[src/pidc_pkg.sv]
`default_nettype none

package pidc_pkg;

  // default field format
  localparam int DATA_WIDTH_DEF    = 32;
  localparam int FRACTION_BITS_DEF = 16;

  // bits of the multiplier operand consumed per cycle
  localparam int DIGIT_BITS = 4;

  // configuration register map
  localparam int REG_COUNT = 8;
  localparam int REG_IDX_W = 3;
  localparam logic [REG_IDX_W-1:0] REG_KP  = 3'd0;
  localparam logic [REG_IDX_W-1:0] REG_KI  = 3'd1;
  localparam logic [REG_IDX_W-1:0] REG_KD  = 3'd2;
  localparam logic [REG_IDX_W-1:0] REG_TS  = 3'd3;
  localparam logic [REG_IDX_W-1:0] REG_IUP = 3'd4;
  localparam logic [REG_IDX_W-1:0] REG_ILO = 3'd5;
  localparam logic [REG_IDX_W-1:0] REG_OUP = 3'd6;
  localparam logic [REG_IDX_W-1:0] REG_OLO = 3'd7;

  // item operation codes
  localparam logic OP_COMPUTE = 1'b0;
  localparam logic OP_CLEAR   = 1'b1;

  // controller states: idle, one per product in flight, and the final clamp
  typedef enum logic [2:0] {
    ST_IDLE,
    ST_TS,
    ST_KP,
    ST_KI,
    ST_KD,
    ST_CLAMP
  } pidc_state_t;

endpackage

`default_nettype wire

[src/pidc_if.sv]
`default_nettype none

// input item channel
interface pidc_in_if #(
  parameter int DATA_WIDTH = pidc_pkg::DATA_WIDTH_DEF
);
  logic                         valid;
  logic                         ready;
  logic                         operation;
  logic signed [DATA_WIDTH-1:0] measured;
  logic signed [DATA_WIDTH-1:0] target;

  modport source (output valid, operation, measured, target, input ready);
  modport sink   (input valid, operation, measured, target, output ready);
endinterface

// result item channel
interface pidc_out_if #(
  parameter int DATA_WIDTH = pidc_pkg::DATA_WIDTH_DEF
);
  logic                         valid;
  logic                         ready;
  logic signed [DATA_WIDTH-1:0] drive;
  logic                         output_saturated;

  modport source (output valid, drive, output_saturated, input ready);
  modport sink   (input valid, drive, output_saturated, output ready);
endinterface

`default_nettype wire

[src/pidc_regs.sv]
`default_nettype none

module pidc_regs #(
  parameter int DATA_WIDTH    = pidc_pkg::DATA_WIDTH_DEF,
  parameter int FRACTION_BITS = pidc_pkg::FRACTION_BITS_DEF,
  parameter int PDATA_W       = 32,
  parameter int PADDR_W       = 5
) (
  input  wire logic                         clk,
  input  wire logic                         rst,
  input  wire logic                         psel,
  input  wire logic                         penable,
  input  wire logic                         pwrite,
  input  wire logic [PADDR_W-1:0]           paddr,
  input  wire logic [PDATA_W-1:0]           pwdata,
  output logic      [PDATA_W-1:0]           prdata,
  output logic                              pready,
  output logic signed [DATA_WIDTH-1:0]      kp,
  output logic signed [DATA_WIDTH-1:0]      ki,
  output logic signed [DATA_WIDTH-1:0]      kd,
  output logic        [DATA_WIDTH-2:0]      ts,
  output logic signed [DATA_WIDTH-1:0]      iup,
  output logic signed [DATA_WIDTH-1:0]      ilo,
  output logic signed [DATA_WIDTH-1:0]      oup,
  output logic signed [DATA_WIDTH-1:0]      olo
);

  localparam int IDX_LSB = PADDR_W - pidc_pkg::REG_IDX_W;
  localparam logic [DATA_WIDTH-2:0] TS_ONE = (DATA_WIDTH-1)'(1) << FRACTION_BITS;

  logic                             wr;
  logic [pidc_pkg::REG_IDX_W-1:0]   idx;

  assign pready = 1'b1;
  assign wr     = psel & penable & pwrite;
  assign idx    = paddr[PADDR_W-1:IDX_LSB];

  // register writes
  always_ff @(posedge clk) begin
    if (rst) begin
      kp  <= '0;
      ki  <= '0;
      kd  <= '0;
      ts  <= TS_ONE;
      iup <= '0;
      ilo <= '0;
      oup <= '0;
      olo <= '0;
    end else if (wr) begin
      unique case (idx)
        pidc_pkg::REG_KP:  kp  <= pwdata[DATA_WIDTH-1:0];
        pidc_pkg::REG_KI:  ki  <= pwdata[DATA_WIDTH-1:0];
        pidc_pkg::REG_KD:  kd  <= pwdata[DATA_WIDTH-1:0];
        pidc_pkg::REG_TS:  ts  <= pwdata[DATA_WIDTH-2:0];
        pidc_pkg::REG_IUP: iup <= pwdata[DATA_WIDTH-1:0];
        pidc_pkg::REG_ILO: ilo <= pwdata[DATA_WIDTH-1:0];
        pidc_pkg::REG_OUP: oup <= pwdata[DATA_WIDTH-1:0];
        pidc_pkg::REG_OLO: olo <= pwdata[DATA_WIDTH-1:0];
      endcase
    end
  end

  // read mux
  always_comb begin
    unique case (idx)
      pidc_pkg::REG_KP:  prdata = PDATA_W'($unsigned(kp));
      pidc_pkg::REG_KI:  prdata = PDATA_W'($unsigned(ki));
      pidc_pkg::REG_KD:  prdata = PDATA_W'($unsigned(kd));
      pidc_pkg::REG_TS:  prdata = PDATA_W'(ts);
      pidc_pkg::REG_IUP: prdata = PDATA_W'($unsigned(iup));
      pidc_pkg::REG_ILO: prdata = PDATA_W'($unsigned(ilo));
      pidc_pkg::REG_OUP: prdata = PDATA_W'($unsigned(oup));
      pidc_pkg::REG_OLO: prdata = PDATA_W'($unsigned(olo));
    endcase
  end

endmodule

`default_nettype wire

[src/pidc_mul.sv]
`default_nettype none

// digit-serial signed multiplier: b is consumed one digit per cycle, lsb first,
// the partial sum shifts right and its low digits shift into lo
module pidc_mul #(
  parameter int DATA_WIDTH    = pidc_pkg::DATA_WIDTH_DEF,
  parameter int FRACTION_BITS = pidc_pkg::FRACTION_BITS_DEF,
  parameter int SUM_WIDTH     = 2 * DATA_WIDTH + 4 - FRACTION_BITS
) (
  input  wire logic                          clk,
  input  wire logic                          rst,
  input  wire logic                          start,
  input  wire logic signed [DATA_WIDTH:0]    a,
  input  wire logic signed [DATA_WIDTH-1:0]  b,
  output logic                               done,
  output logic signed [SUM_WIDTH-1:0]        product
);

  localparam int DIG  = pidc_pkg::DIGIT_BITS;
  localparam int AW   = DATA_WIDTH + 1;
  localparam int NDIG = (DATA_WIDTH + DIG - 1) / DIG;
  localparam int BW   = NDIG * DIG;
  localparam int HW   = AW + DIG + 1;
  localparam int CW   = $clog2(NDIG);
  localparam int FW   = HW + BW;

  logic signed [AW-1:0]  a_reg;
  logic signed [BW-1:0]  b_sh;
  logic signed [HW-1:0]  acc;
  logic        [BW-1:0]  lo;
  logic        [CW-1:0]  cnt;
  logic                  busy;

  logic                  last;
  logic signed [DIG:0]   dig_s;
  logic signed [HW-1:0]  pp;
  logic signed [HW-1:0]  t;
  logic signed [FW-1:0]  full;
  logic signed [FW-1:0]  shifted;

  // one digit step: top digit carries the sign
  always_comb begin
    last    = (cnt == '0);
    dig_s   = last ? {b_sh[DIG-1], b_sh[DIG-1:0]} : {1'b0, b_sh[DIG-1:0]};
    pp      = a_reg * dig_s;
    t       = acc + pp;
    full    = $signed({acc, lo});
    shifted = full >>> FRACTION_BITS;
    product = shifted[SUM_WIDTH-1:0];
  end

  // control
  always_ff @(posedge clk) begin
    if (rst) begin
      busy <= 1'b0;
      done <= 1'b0;
      cnt  <= '0;
    end else if (start) begin
      busy <= 1'b1;
      done <= 1'b0;
      cnt  <= CW'(NDIG - 1);
    end else if (busy) begin
      busy <= !last;
      done <= last;
      cnt  <= cnt - 1'b1;
    end else begin
      done <= 1'b0;
    end
  end

  // operand and partial sum shift registers
  always_ff @(posedge clk) begin
    if (start) begin
      a_reg <= a;
      b_sh  <= BW'(b);
      acc   <= '0;
      lo    <= '0;
    end else if (busy) begin
      b_sh  <= b_sh >>> DIG;
      acc   <= t >>> DIG;
      lo    <= {t[DIG-1:0], lo[BW-1:DIG]};
    end
  end

`ifndef SYNTHESIS
  a_start_idle: assert property (@(posedge clk) disable iff (rst) start |-> !busy)
    else $error("multiplier started while busy");
  a_last_done: assert property (@(posedge clk) disable iff (rst)
    (busy && last && !start) |=> done)
    else $error("multiplier finished without done");
  a_done_free: assert property (@(posedge clk) disable iff (rst) done |-> !busy)
    else $error("done raised while still busy");
`endif

endmodule

`default_nettype wire

[src/pid_controller_clamped_integral.sv]
`default_nettype none

// channel  | dir | fields
// req      | in  | operation, measured, target
// rsp      | out | drive, output_saturated
// apb      | in  | register writes and reads, pready always high
//
// a clear item zeroes the integral and previous error and yields no result;
// a compute item runs four products in turn (error*Ts, Kp, Ki, Kd) on the
// shared digit-serial multiplier, 4 bits per cycle, then the output clamp
// rst is synchronous; it clears the integral, previous error and registers
// (Ts resets to one); a finished result waits in the output register; a new
// item is taken meanwhile
module pid_controller_clamped_integral #(
  parameter int DATA_WIDTH    = pidc_pkg::DATA_WIDTH_DEF,
  parameter int FRACTION_BITS = pidc_pkg::FRACTION_BITS_DEF,
  parameter int PDATA_W       = (DATA_WIDTH > 32) ? 64 : 32,
  parameter int PADDR_W       = pidc_pkg::REG_IDX_W + ((DATA_WIDTH > 32) ? 3 : 2)
) (
  input  wire logic                clk,
  input  wire logic                rst,
  pidc_in_if.sink                  req,
  pidc_out_if.source               rsp,
  input  wire logic                psel,
  input  wire logic                penable,
  input  wire logic                pwrite,
  input  wire logic [PADDR_W-1:0]  paddr,
  input  wire logic [PDATA_W-1:0]  pwdata,
  output logic      [PDATA_W-1:0]  prdata,
  output logic                     pready
);

  localparam int W     = DATA_WIDTH;
  localparam int AW    = W + 1;
  localparam int SUM_W = 2 * W + 4 - FRACTION_BITS;

  localparam logic signed [W-1:0]     DATA_MAX = {1'b0, {(W-1){1'b1}}};
  localparam logic signed [W-1:0]     DATA_MIN = {1'b1, {(W-1){1'b0}}};
  localparam logic signed [SUM_W-1:0] SUM_MAX  = SUM_W'(DATA_MAX);
  localparam logic signed [SUM_W-1:0] SUM_MIN  = SUM_W'(DATA_MIN);

  logic signed [W-1:0] kp, ki, kd, iup, ilo, oup, olo;
  logic        [W-2:0] ts;

  pidc_regs #(
    .DATA_WIDTH    (DATA_WIDTH),
    .FRACTION_BITS (FRACTION_BITS),
    .PDATA_W       (PDATA_W),
    .PADDR_W       (PADDR_W)
  ) u_regs (
    .clk     (clk),
    .rst     (rst),
    .psel    (psel),
    .penable (penable),
    .pwrite  (pwrite),
    .paddr   (paddr),
    .pwdata  (pwdata),
    .prdata  (prdata),
    .pready  (pready),
    .kp      (kp),
    .ki      (ki),
    .kd      (kd),
    .ts      (ts),
    .iup     (iup),
    .ilo     (ilo),
    .oup     (oup),
    .olo     (olo)
  );

  pidc_pkg::pidc_state_t state, state_next;

  logic signed [W-1:0]     integral;
  logic signed [W-1:0]     prev_err;
  logic signed [W-1:0]     err;
  logic signed [SUM_W-1:0] sum_acc;
  logic                    out_valid;
  logic signed [W-1:0]     out_drive;
  logic                    out_sat;

  logic                    accept_in;
  logic                    is_clear;
  logic signed [AW-1:0]    err_wide;
  logic signed [W-1:0]     err_in;
  logic                    mul_start;
  logic signed [AW-1:0]    mul_a;
  logic signed [W-1:0]     mul_b;
  logic                    mul_done;
  logic signed [SUM_W-1:0] mul_p;
  logic                    out_free;
  logic                    out_load;
  logic signed [SUM_W-1:0] int_wide;
  logic signed [W-1:0]     int_sat;
  logic signed [W-1:0]     int_next;
  logic signed [SUM_W-1:0] sum_next;
  logic signed [W-1:0]     drive_c;
  logic                    sat_c;

  pidc_mul #(
    .DATA_WIDTH    (DATA_WIDTH),
    .FRACTION_BITS (FRACTION_BITS),
    .SUM_WIDTH     (SUM_W)
  ) u_mul (
    .clk     (clk),
    .rst     (rst),
    .start   (mul_start),
    .a       (mul_a),
    .b       (mul_b),
    .done    (mul_done),
    .product (mul_p)
  );

  // saturated error of the incoming item
  always_comb begin
    err_wide = AW'(req.target) - AW'(req.measured);
    if (err_wide[W] != err_wide[W-1]) begin
      err_in = err_wide[W] ? DATA_MIN : DATA_MAX;
    end else begin
      err_in = err_wide[W-1:0];
    end
  end

  assign accept_in = req.valid & req.ready;
  assign is_clear  = (req.operation == pidc_pkg::OP_CLEAR);
  assign out_free  = !out_valid || rsp.ready;

  // integral update: saturate, then clamp with the upper bound tested first
  always_comb begin
    int_wide = SUM_W'(integral) + mul_p;
    if (int_wide > SUM_MAX) begin
      int_sat = DATA_MAX;
    end else if (int_wide < SUM_MIN) begin
      int_sat = DATA_MIN;
    end else begin
      int_sat = int_wide[W-1:0];
    end
    if (int_sat > iup) begin
      int_next = iup;
    end else if (int_sat < ilo) begin
      int_next = ilo;
    end else begin
      int_next = int_sat;
    end
  end

  // term sum and output clamp
  always_comb begin
    sum_next = sum_acc + mul_p;
    if (sum_acc > SUM_W'(oup)) begin
      drive_c = oup;
      sat_c   = 1'b1;
    end else if (sum_acc < SUM_W'(olo)) begin
      drive_c = olo;
      sat_c   = 1'b1;
    end else begin
      drive_c = sum_acc[W-1:0];
      sat_c   = 1'b0;
    end
  end

  // next state
  always_comb begin
    state_next = state;
    unique case (state)
      pidc_pkg::ST_IDLE:  if (accept_in && !is_clear) state_next = pidc_pkg::ST_TS;
      pidc_pkg::ST_TS:    if (mul_done) state_next = pidc_pkg::ST_KP;
      pidc_pkg::ST_KP:    if (mul_done) state_next = pidc_pkg::ST_KI;
      pidc_pkg::ST_KI:    if (mul_done) state_next = pidc_pkg::ST_KD;
      pidc_pkg::ST_KD:    if (mul_done) state_next = pidc_pkg::ST_CLAMP;
      pidc_pkg::ST_CLAMP: if (out_free) state_next = pidc_pkg::ST_IDLE;
    endcase
  end

  // controller outputs and multiplier operand select
  always_comb begin
    req.ready = 1'b0;
    mul_start = 1'b0;
    mul_a     = '0;
    mul_b     = '0;
    out_load  = 1'b0;
    unique case (state)
      pidc_pkg::ST_IDLE: begin
        req.ready = 1'b1;
        mul_start = req.valid && !is_clear;
        mul_a     = AW'(err_in);
        mul_b     = {1'b0, ts};
      end
      pidc_pkg::ST_TS: begin
        mul_start = mul_done;
        mul_a     = AW'(err);
        mul_b     = kp;
      end
      pidc_pkg::ST_KP: begin
        mul_start = mul_done;
        mul_a     = AW'(integral);
        mul_b     = ki;
      end
      pidc_pkg::ST_KI: begin
        mul_start = mul_done;
        mul_a     = AW'(err) - AW'(prev_err);
        mul_b     = kd;
      end
      pidc_pkg::ST_KD: begin
        mul_start = 1'b0;
      end
      pidc_pkg::ST_CLAMP: begin
        out_load = out_free;
      end
    endcase
  end

  // state and control registers
  always_ff @(posedge clk) begin
    if (rst) begin
      state     <= pidc_pkg::ST_IDLE;
      integral  <= '0;
      prev_err  <= '0;
      out_valid <= 1'b0;
    end else begin
      state <= state_next;
      if (accept_in && is_clear) begin
        integral <= '0;
        prev_err <= '0;
      end
      if (state == pidc_pkg::ST_TS && mul_done) begin
        integral <= int_next;
      end
      if (out_load) begin
        prev_err  <= err;
        out_valid <= 1'b1;
      end else if (rsp.ready) begin
        out_valid <= 1'b0;
      end
    end
  end

  // datapath registers
  always_ff @(posedge clk) begin
    if (accept_in && !is_clear) begin
      err <= err_in;
    end
    if (mul_done) begin
      if (state == pidc_pkg::ST_KP) begin
        sum_acc <= mul_p;
      end else if (state == pidc_pkg::ST_KI || state == pidc_pkg::ST_KD) begin
        sum_acc <= sum_next;
      end
    end
    if (out_load) begin
      out_drive <= drive_c;
      out_sat   <= sat_c;
    end
  end

  assign rsp.valid            = out_valid;
  assign rsp.drive            = out_drive;
  assign rsp.output_saturated = out_sat;

`ifndef SYNTHESIS
  a_done_in_mul: assert property (@(posedge clk) disable iff (rst)
    mul_done |-> (state == pidc_pkg::ST_TS || state == pidc_pkg::ST_KP ||
                  state == pidc_pkg::ST_KI || state == pidc_pkg::ST_KD))
    else $error("product finished outside a multiply state");
  a_clear_zero: assert property (@(posedge clk) disable iff (rst)
    (accept_in && is_clear) |=> (integral == '0 && prev_err == '0))
    else $error("clear item left integral or previous error");
  a_int_clamped: assert property (@(posedge clk) disable iff (rst)
    (state == pidc_pkg::ST_TS && mul_done) |=> (integral <= iup || integral == ilo))
    else $error("integral outside its clamp");
  a_load_valid: assert property (@(posedge clk) disable iff (rst)
    out_load |=> rsp.valid)
    else $error("loaded result not presented");
`endif

endmodule

`default_nettype wire

[src/flat_wrapper.sv]
// flat-port wrapper written by rule: the top's interface ports become plain ports
module pid_controller_clamped_integral_flat 
#(
  parameter int DATA_WIDTH    = pidc_pkg::DATA_WIDTH_DEF,
  parameter int FRACTION_BITS = pidc_pkg::FRACTION_BITS_DEF,
  parameter int PDATA_W       = (DATA_WIDTH > 32) ? 64 : 32,
  parameter int PADDR_W       = pidc_pkg::REG_IDX_W + ((DATA_WIDTH > 32) ? 3 : 2)
)
  (clk, rst, psel, penable, pwrite, paddr, pwdata, prdata, pready, req_valid, req_operation, req_measured, req_target, req_ready, rsp_valid, rsp_drive, rsp_output_saturated, rsp_ready);
  pidc_in_if #(.DATA_WIDTH(DATA_WIDTH)) req_i ();
  pidc_out_if #(.DATA_WIDTH(DATA_WIDTH)) rsp_i ();
  input  wire logic clk;
  input  wire logic rst;
  input  wire logic psel;
  input  wire logic penable;
  input  wire logic pwrite;
  input  wire logic [PADDR_W-1:0] paddr;
  input  wire logic [PDATA_W-1:0] pwdata;
  output logic      [PDATA_W-1:0] prdata;
  output logic pready;
  input wire logic [$bits(req_i.valid)-1:0] req_valid;
  input wire logic [$bits(req_i.operation)-1:0] req_operation;
  input wire logic [$bits(req_i.measured)-1:0] req_measured;
  input wire logic [$bits(req_i.target)-1:0] req_target;
  output wire logic [$bits(req_i.ready)-1:0] req_ready;
  output wire logic [$bits(rsp_i.valid)-1:0] rsp_valid;
  output wire logic [$bits(rsp_i.drive)-1:0] rsp_drive;
  output wire logic [$bits(rsp_i.output_saturated)-1:0] rsp_output_saturated;
  input wire logic [$bits(rsp_i.ready)-1:0] rsp_ready;
  assign req_i.valid = req_valid;
  assign req_i.operation = req_operation;
  assign req_i.measured = req_measured;
  assign req_i.target = req_target;
  assign req_ready = req_i.ready;
  assign rsp_valid = rsp_i.valid;
  assign rsp_drive = rsp_i.drive;
  assign rsp_output_saturated = rsp_i.output_saturated;
  assign rsp_i.ready = rsp_ready;
  pid_controller_clamped_integral #(.DATA_WIDTH(DATA_WIDTH), .FRACTION_BITS(FRACTION_BITS), .PDATA_W(PDATA_W), .PADDR_W(PADDR_W)) u_core (.clk(clk), .rst(rst), .req(req_i), .rsp(rsp_i), .psel(psel), .penable(penable), .pwrite(pwrite), .paddr(paddr), .pwdata(pwdata), .prdata(prdata), .pready(pready));
endmodule
[config.mk]
export PLATFORM = sky130hd
export DESIGN_NAME = pid_controller_clamped_integral_flat
export DESIGN_NICKNAME = d
export VERILOG_FILES = /design/src/pidc_pkg.sv /design/src/pidc_if.sv /design/src/pidc_regs.sv /design/src/pidc_mul.sv /design/src/pid_controller_clamped_integral.sv /design/src/flat_wrapper.sv
export SDC_FILE = /design/constraint.sdc
export NUM_CORES = 2
export LEC_CHECK = 0
export BUFFER_PORTS_ARGS = -buffer_cell sky130_fd_sc_hd__buf_2
export CORE_UTILIZATION = 30
export DETAILED_ROUTE_END_ITERATION = 16
export MAX_ROUTING_LAYER = met4
export PLACE_DENSITY_LB_ADDON = 0.3
export SYNTH_ARGS = -nofsm -noshare
export SYNTH_HDL_FRONTEND = slang
export SYNTH_SLANG_ARGS = --single-unit
[constraint.sdc]
create_clock -name clk -period 7.3 [get_ports clk]
set_input_delay 1.46 -clock clk [delete_from_list [all_inputs] [get_ports clk]]
set_output_delay 1.46 -clock clk [all_outputs]
set_load 0.02 [all_outputs]
==> impl_metrics.xml <==
<?xml version="1.0" encoding="UTF-8"?>
<metrics>
  <group name="logic_synthesis">
    <metric name="avgSynthCellArea" unit="µm²">8.46</metric>
    <metric name="ys.flop_type" unit="">sky130_fd_sc_hd__dfxtp_1</metric>
    <metric name="post-synth-top-area-cell" unit="">sky130_fd_sc_hd__dfxtp_1</metric>
    <metric name="warnings_from_yosys" unit="">0</metric>
    <metric name="asyncSetResetFlopFracSynth" unit="">0</metric>
    <metric name="synth_cell_types" unit="">94</metric>
    <metric name="synth_xor_area_frac" unit="">0.0344</metric>
    <metric name="main_combinational_cell_family_by_area_after_synthesis" unit="">compound AO/OA/AOI/OAI gates</metric>
    <metric name="synth_adder_area_share" unit="">0.182</metric>
    <metric name="synth_seq_cells" unit="">560</metric>
    <metric name="post_synth_instance_area" unit="µm²">43600</metric>
    <metric name="synth-compound-area-share" unit="">0.208</metric>
    <metric name="postSynthCellCount" unit="">5148</metric>
    <metric name="synth_enable_flop_cells" unit="">182</metric>
    <metric name="yosys-mux-area-fraction" unit="">0.0566</metric>
    <metric name="synth_nets" unit="">5807</metric>
    <metric name="synth_sequential_area_ratio" unit="">0.299</metric>
    <metric name="synth_top_cells_by_area" unit="">sky130_fd_sc_hd__dfxtp_1, sky130_fd_sc_hd__edfxtp_1, sky130_fd_sc_hd__ha_1, sky130_fd_sc_hd__nand2_1, sky130_fd_sc_hd__fa_1</metric>
    <metric name="post_synth_and_or_nand_nor_area_fraction" unit="">0.163</metric>
    <metric name="synth_top_area_share" unit="">0.174</metric>
  </group>
  <group name="sta">
    <metric name="worstMarginPinSlew" unit="ns">1.21</metric>
    <metric name="final_hold_viol_count" unit="">0</metric>
    <metric name="setup_viol" unit="">0</metric>
    <metric name="worst_clock_skew" unit="ns">0.0300</metric>
    <metric name="slew_headroom" unit="">0.192</metric>
    <metric name="timing.final.max_slew_violations" unit="">0</metric>
    <metric name="fin_crit_sh" unit="">0.968</metric>
    <metric name="fmax" unit="MHz">142</metric>
    <metric name="layout_min_cycle_time" unit="ns">7.07</metric>
    <metric name="worst_hold_margin" unit="ns">0.455</metric>
  </group>
  <group name="floorplan">
    <metric name="core_area" unit="µm²">144000</metric>
    <metric name="chipHeight" unit="µm">383</metric>
    <metric name="die_x" unit="µm">383</metric>
    <metric name="ios" unit="">177</metric>
    <metric name="fp.dieArea" unit="µm²">147000</metric>
    <metric name="initial_core_util" unit="">0.303</metric>
    <metric name="std_cell_rows" unit="">139</metric>
  </group>
  <group name="drt">
    <metric name="routed_via_density" unit="">5.34</metric>
    <metric name="detail_route.wirelength" unit="mm">160</metric>
    <metric name="wl_per_cell" unit="µm">22.2</metric>
    <metric name="drt-initial-drc-count" unit="">3325</metric>
    <metric name="dr.pass1.iters" unit="">14</metric>
    <metric name="drtAntennaViolNets" unit="">0</metric>
    <metric name="detail_route.drc_violations" unit="">8</metric>
    <metric name="route.vias.total" unit="">38700</metric>
  </group>
  <group name="critical_path">
    <metric name="path_class" unit="">register to register</metric>
    <metric name="arrival" unit="ns">7.63</metric>
    <metric name="crit_path_end_kind" unit="">register</metric>
    <metric name="crit_required" unit="ns">7.86</metric>
    <metric name="critPathMaxStageDelay" unit="ns">0.67</metric>
    <metric name="path_max_fanout" unit="">24</metric>
    <metric name="path_common_cell" unit="">sky130_fd_sc_hd__a21o_1</metric>
    <metric name="startpoint_type_of_the_worst_setup_path" unit="">register</metric>
    <metric name="worst_path_max_delay_cell" unit="">sky130_fd_sc_hd__or4b_2</metric>
  </group>
  <group name="clock_tree">
    <metric name="cts_tree" unit="">done</metric>
    <metric name="ctsRootBufferMaster" unit="">sky130_fd_sc_hd__clkbuf_16</metric>
    <metric name="max-clock-path-buffers" unit="">3</metric>
    <metric name="cts_hold_repair.buffers" unit="">0</metric>
    <metric name="cts_inserted_buffers" unit="">69</metric>
    <metric name="tritoncts_num_sinks" unit="">560</metric>
    <metric name="htreeDepth" unit="">3</metric>
    <metric name="worst_skew_pair.late_latency" unit="ns">0.70</metric>
    <metric name="worst_setup_hold_path_clk_slew" unit="ns">0.06</metric>
  </group>
  <group name="placement">
    <metric name="dp.final_hpwl" unit="mm">122</metric>
    <metric name="portBuffers" unit="">173</metric>
    <metric name="gp_routability_congestion" unit="">0.951</metric>
    <metric name="numPlacedInstances" unit="">7096</metric>
  </group>
  <group name="finish">
    <metric name="multi_input_comb_area" unit="µm²">28600</metric>
    <metric name="drive_gt1_frac" unit="">0.127</metric>
    <metric name="finalNonFillerCells" unit="">7238</metric>
    <metric name="finish.net_count" unit="">5934</metric>
    <metric name="number_of_flip_flops_under_the_largest_register_name" unit="">52</metric>
    <metric name="seq_area" unit="µm²">13100</metric>
    <metric name="num-fill-cells" unit="">14900</metric>
    <metric name="areaGrowthSynthToFinish" unit="%">14.7</metric>
  </group>
  <group name="run_status">
    <metric name="violations" unit="">design-rule violations</metric>
    <metric name="status" unit="">finished, violations left</metric>
  </group>
  <group name="global_routing">
    <metric name="via_count_of_the_first_global_routing_pass" unit="">37100</metric>
    <metric name="global_route.overflow_total" unit="">0</metric>
    <metric name="antenna_found_initial" unit="">4</metric>
    <metric name="grt_pass1_wl" unit="mm">238</metric>
    <metric name="grt_usage" unit="">0.220</metric>
    <metric name="grt_max_degree" unit="">125</metric>
  </group>
  <group name="hold_path">
    <metric name="worstHoldPathType" unit="">register to register</metric>
  </group>
  <group name="pwr">
    <metric name="power.ir.vdd_worst" unit="µV">289</metric>
    <metric name="power" unit="mW">16.4</metric>
    <metric name="p_per_area" unit="nW/µm²">328</metric>
    <metric name="p_leak" unit="nW">20.0</metric>
  </group>
  <group name="job">
    <metric name="cap_violations" unit="">0</metric>
  </group>
</metrics>
## cell usage in the layout, fill, tap and decap left out, drive strengths merged, types with 18 or more instances in the layout
cell and count:
a211oi 24, a21o 131, a21oi 545, a221oi 40, a22o 34, a22oi 80, a31oi 29, and2 89
and3 29, buf 353, clkbuf 98, clkinv 19, dfxtp 378, edfxtp 182, fa 139, ha 411
inv 352, mux2 18, mux2i 161, mux4 29, nand2 800, nand2b 48, nand3 51, nand4 51
nor2 281, nor2b 46, nor3 60, o211ai 21, o21a 29, o21ai 284, o21bai 38, o22ai 22
o31ai 40, or2 46, or3 18, xnor2 95, xor2 76
## per-stage QoR
stage	cell area [µm²]	setup WS (ns)	setup TNS, ns	util
5_1_grt	49900	-0.0500	-0.536	0.347
4_1_cts	49400	0.0321	0	0.344
6_report	49900	0.234	0	0.347
3_3_place_gp	47100	0.0463	0	0.327
2_1_floorplan	43600	0.562	0	-
3_5_place_dp	47100	0.0902	0	0.327
## synthesized netlist by cell type, drive strengths merged, types with 12 or more instances
| cell | instances |
|---|---|
| nand2 | 800 |
| a21oi | 545 |
| ha | 411 |
| dfxtp | 378 |
| inv | 348 |
| o21ai | 284 |
| nor2 | 281 |
| clkbuf | 273 |
| edfxtp | 182 |
| mux2i | 161 |
| fa | 139 |
| a21o | 131 |
| xnor2 | 95 |
| and2 | 89 |
| a22oi | 80 |
| xor2 | 76 |
| nor3 | 60 |
| nand3 | 51 |
| nand4 | 51 |
| nand2b | 48 |
| nor2b | 46 |
| or2 | 46 |
| a221oi | 40 |
| o31ai | 40 |
| o21bai | 38 |
| a22o | 34 |
| a31oi | 29 |
| and3 | 29 |
| mux4 | 29 |
| o21a | 29 |
| a211oi | 24 |
| buf | 24 |
| o22ai | 22 |
| o211ai | 21 |
| mux2 | 18 |
| or3 | 18 |
| a21boi | 16 |
| a311oi | 14 |
| a222oi | 12 |
| and4 | 12 |
## worst max-delay path: cells and delay by family (launching register included)
kind	cells	cell delay [ns]
mux	2	0.48
xor+xnor	1	0.16
buf+inv	3	0.55
compound gates	17	2.88
flops	1	0.37
fa+ha+maj	2	0.70
simple gates	6	1.75
## report_power, final
part | switching (mW) | total, mW | internal, mW
clock | 1.54 | 3.58 | 2.04
combinational | 5.19 | 9.00 | 3.81
sequential | 0.259 | 3.83 | 3.57
total | 6.98 | 16.4 | 9.42
## cell families after synthesis
family / after synthesis
mux: 208
other cells: 1
simple gates: 1569
fa+ha+maj: 550
xor+xnor: 171
buf+inv: 645
compound gates: 1444
flops: 560
## what timing repair did
item,4_1_cts,5_1_grt
gates resized for setup,0,88
endpoints found under the setup margin,0,33
buffers inserted,0,10
## layout make-up
type,instances,area share
Tap cell,1903,0.0477
Clock inverter,30,0.00769
Sequential cell,560,0.261
Inverter,348,0.0262
Timing Repair Buffer,353,0.0460
Clock buffer,98,0.0390
Multi-Input combinational cell,3943,0.572
Antenna cell,3,0.000150
## per-layer routing
layer	wire length, µm	GRT usage	up-vias	part of all wire
met3	10300	0.0332	210	0.064
met5	0	-	-	0
met2	71900	0.339	1164	0.45
met4	5120	0.0699	0	0.032
met1	73100	0.295	18800	0.46
li1	-	-	18500	-
## final timing paths
check / end / start / depth (start not counted) / slack [ns]
max reg2reg: u_core.integral[3]$_SDFFE_PP0P_ / u_core.integral[6]$_SDFFE_PP0P_ / 31 / 0.23
min reg2reg: u_core.u_regs.oup[11]$_SDFFE_PP0P_ / u_core.u_regs.oup[11]$_SDFFE_PP0P_ / 2 / 0.46
min: u_core.u_regs.oup[11]$_SDFFE_PP0P_ / u_core.u_regs.oup[11]$_SDFFE_PP0P_ / 2 / 0.46
max: u_core.integral[3]$_SDFFE_PP0P_ / u_core.integral[6]$_SDFFE_PP0P_ / 31 / 0.23
Note: power is estimated with default switching activity, not from simulation.
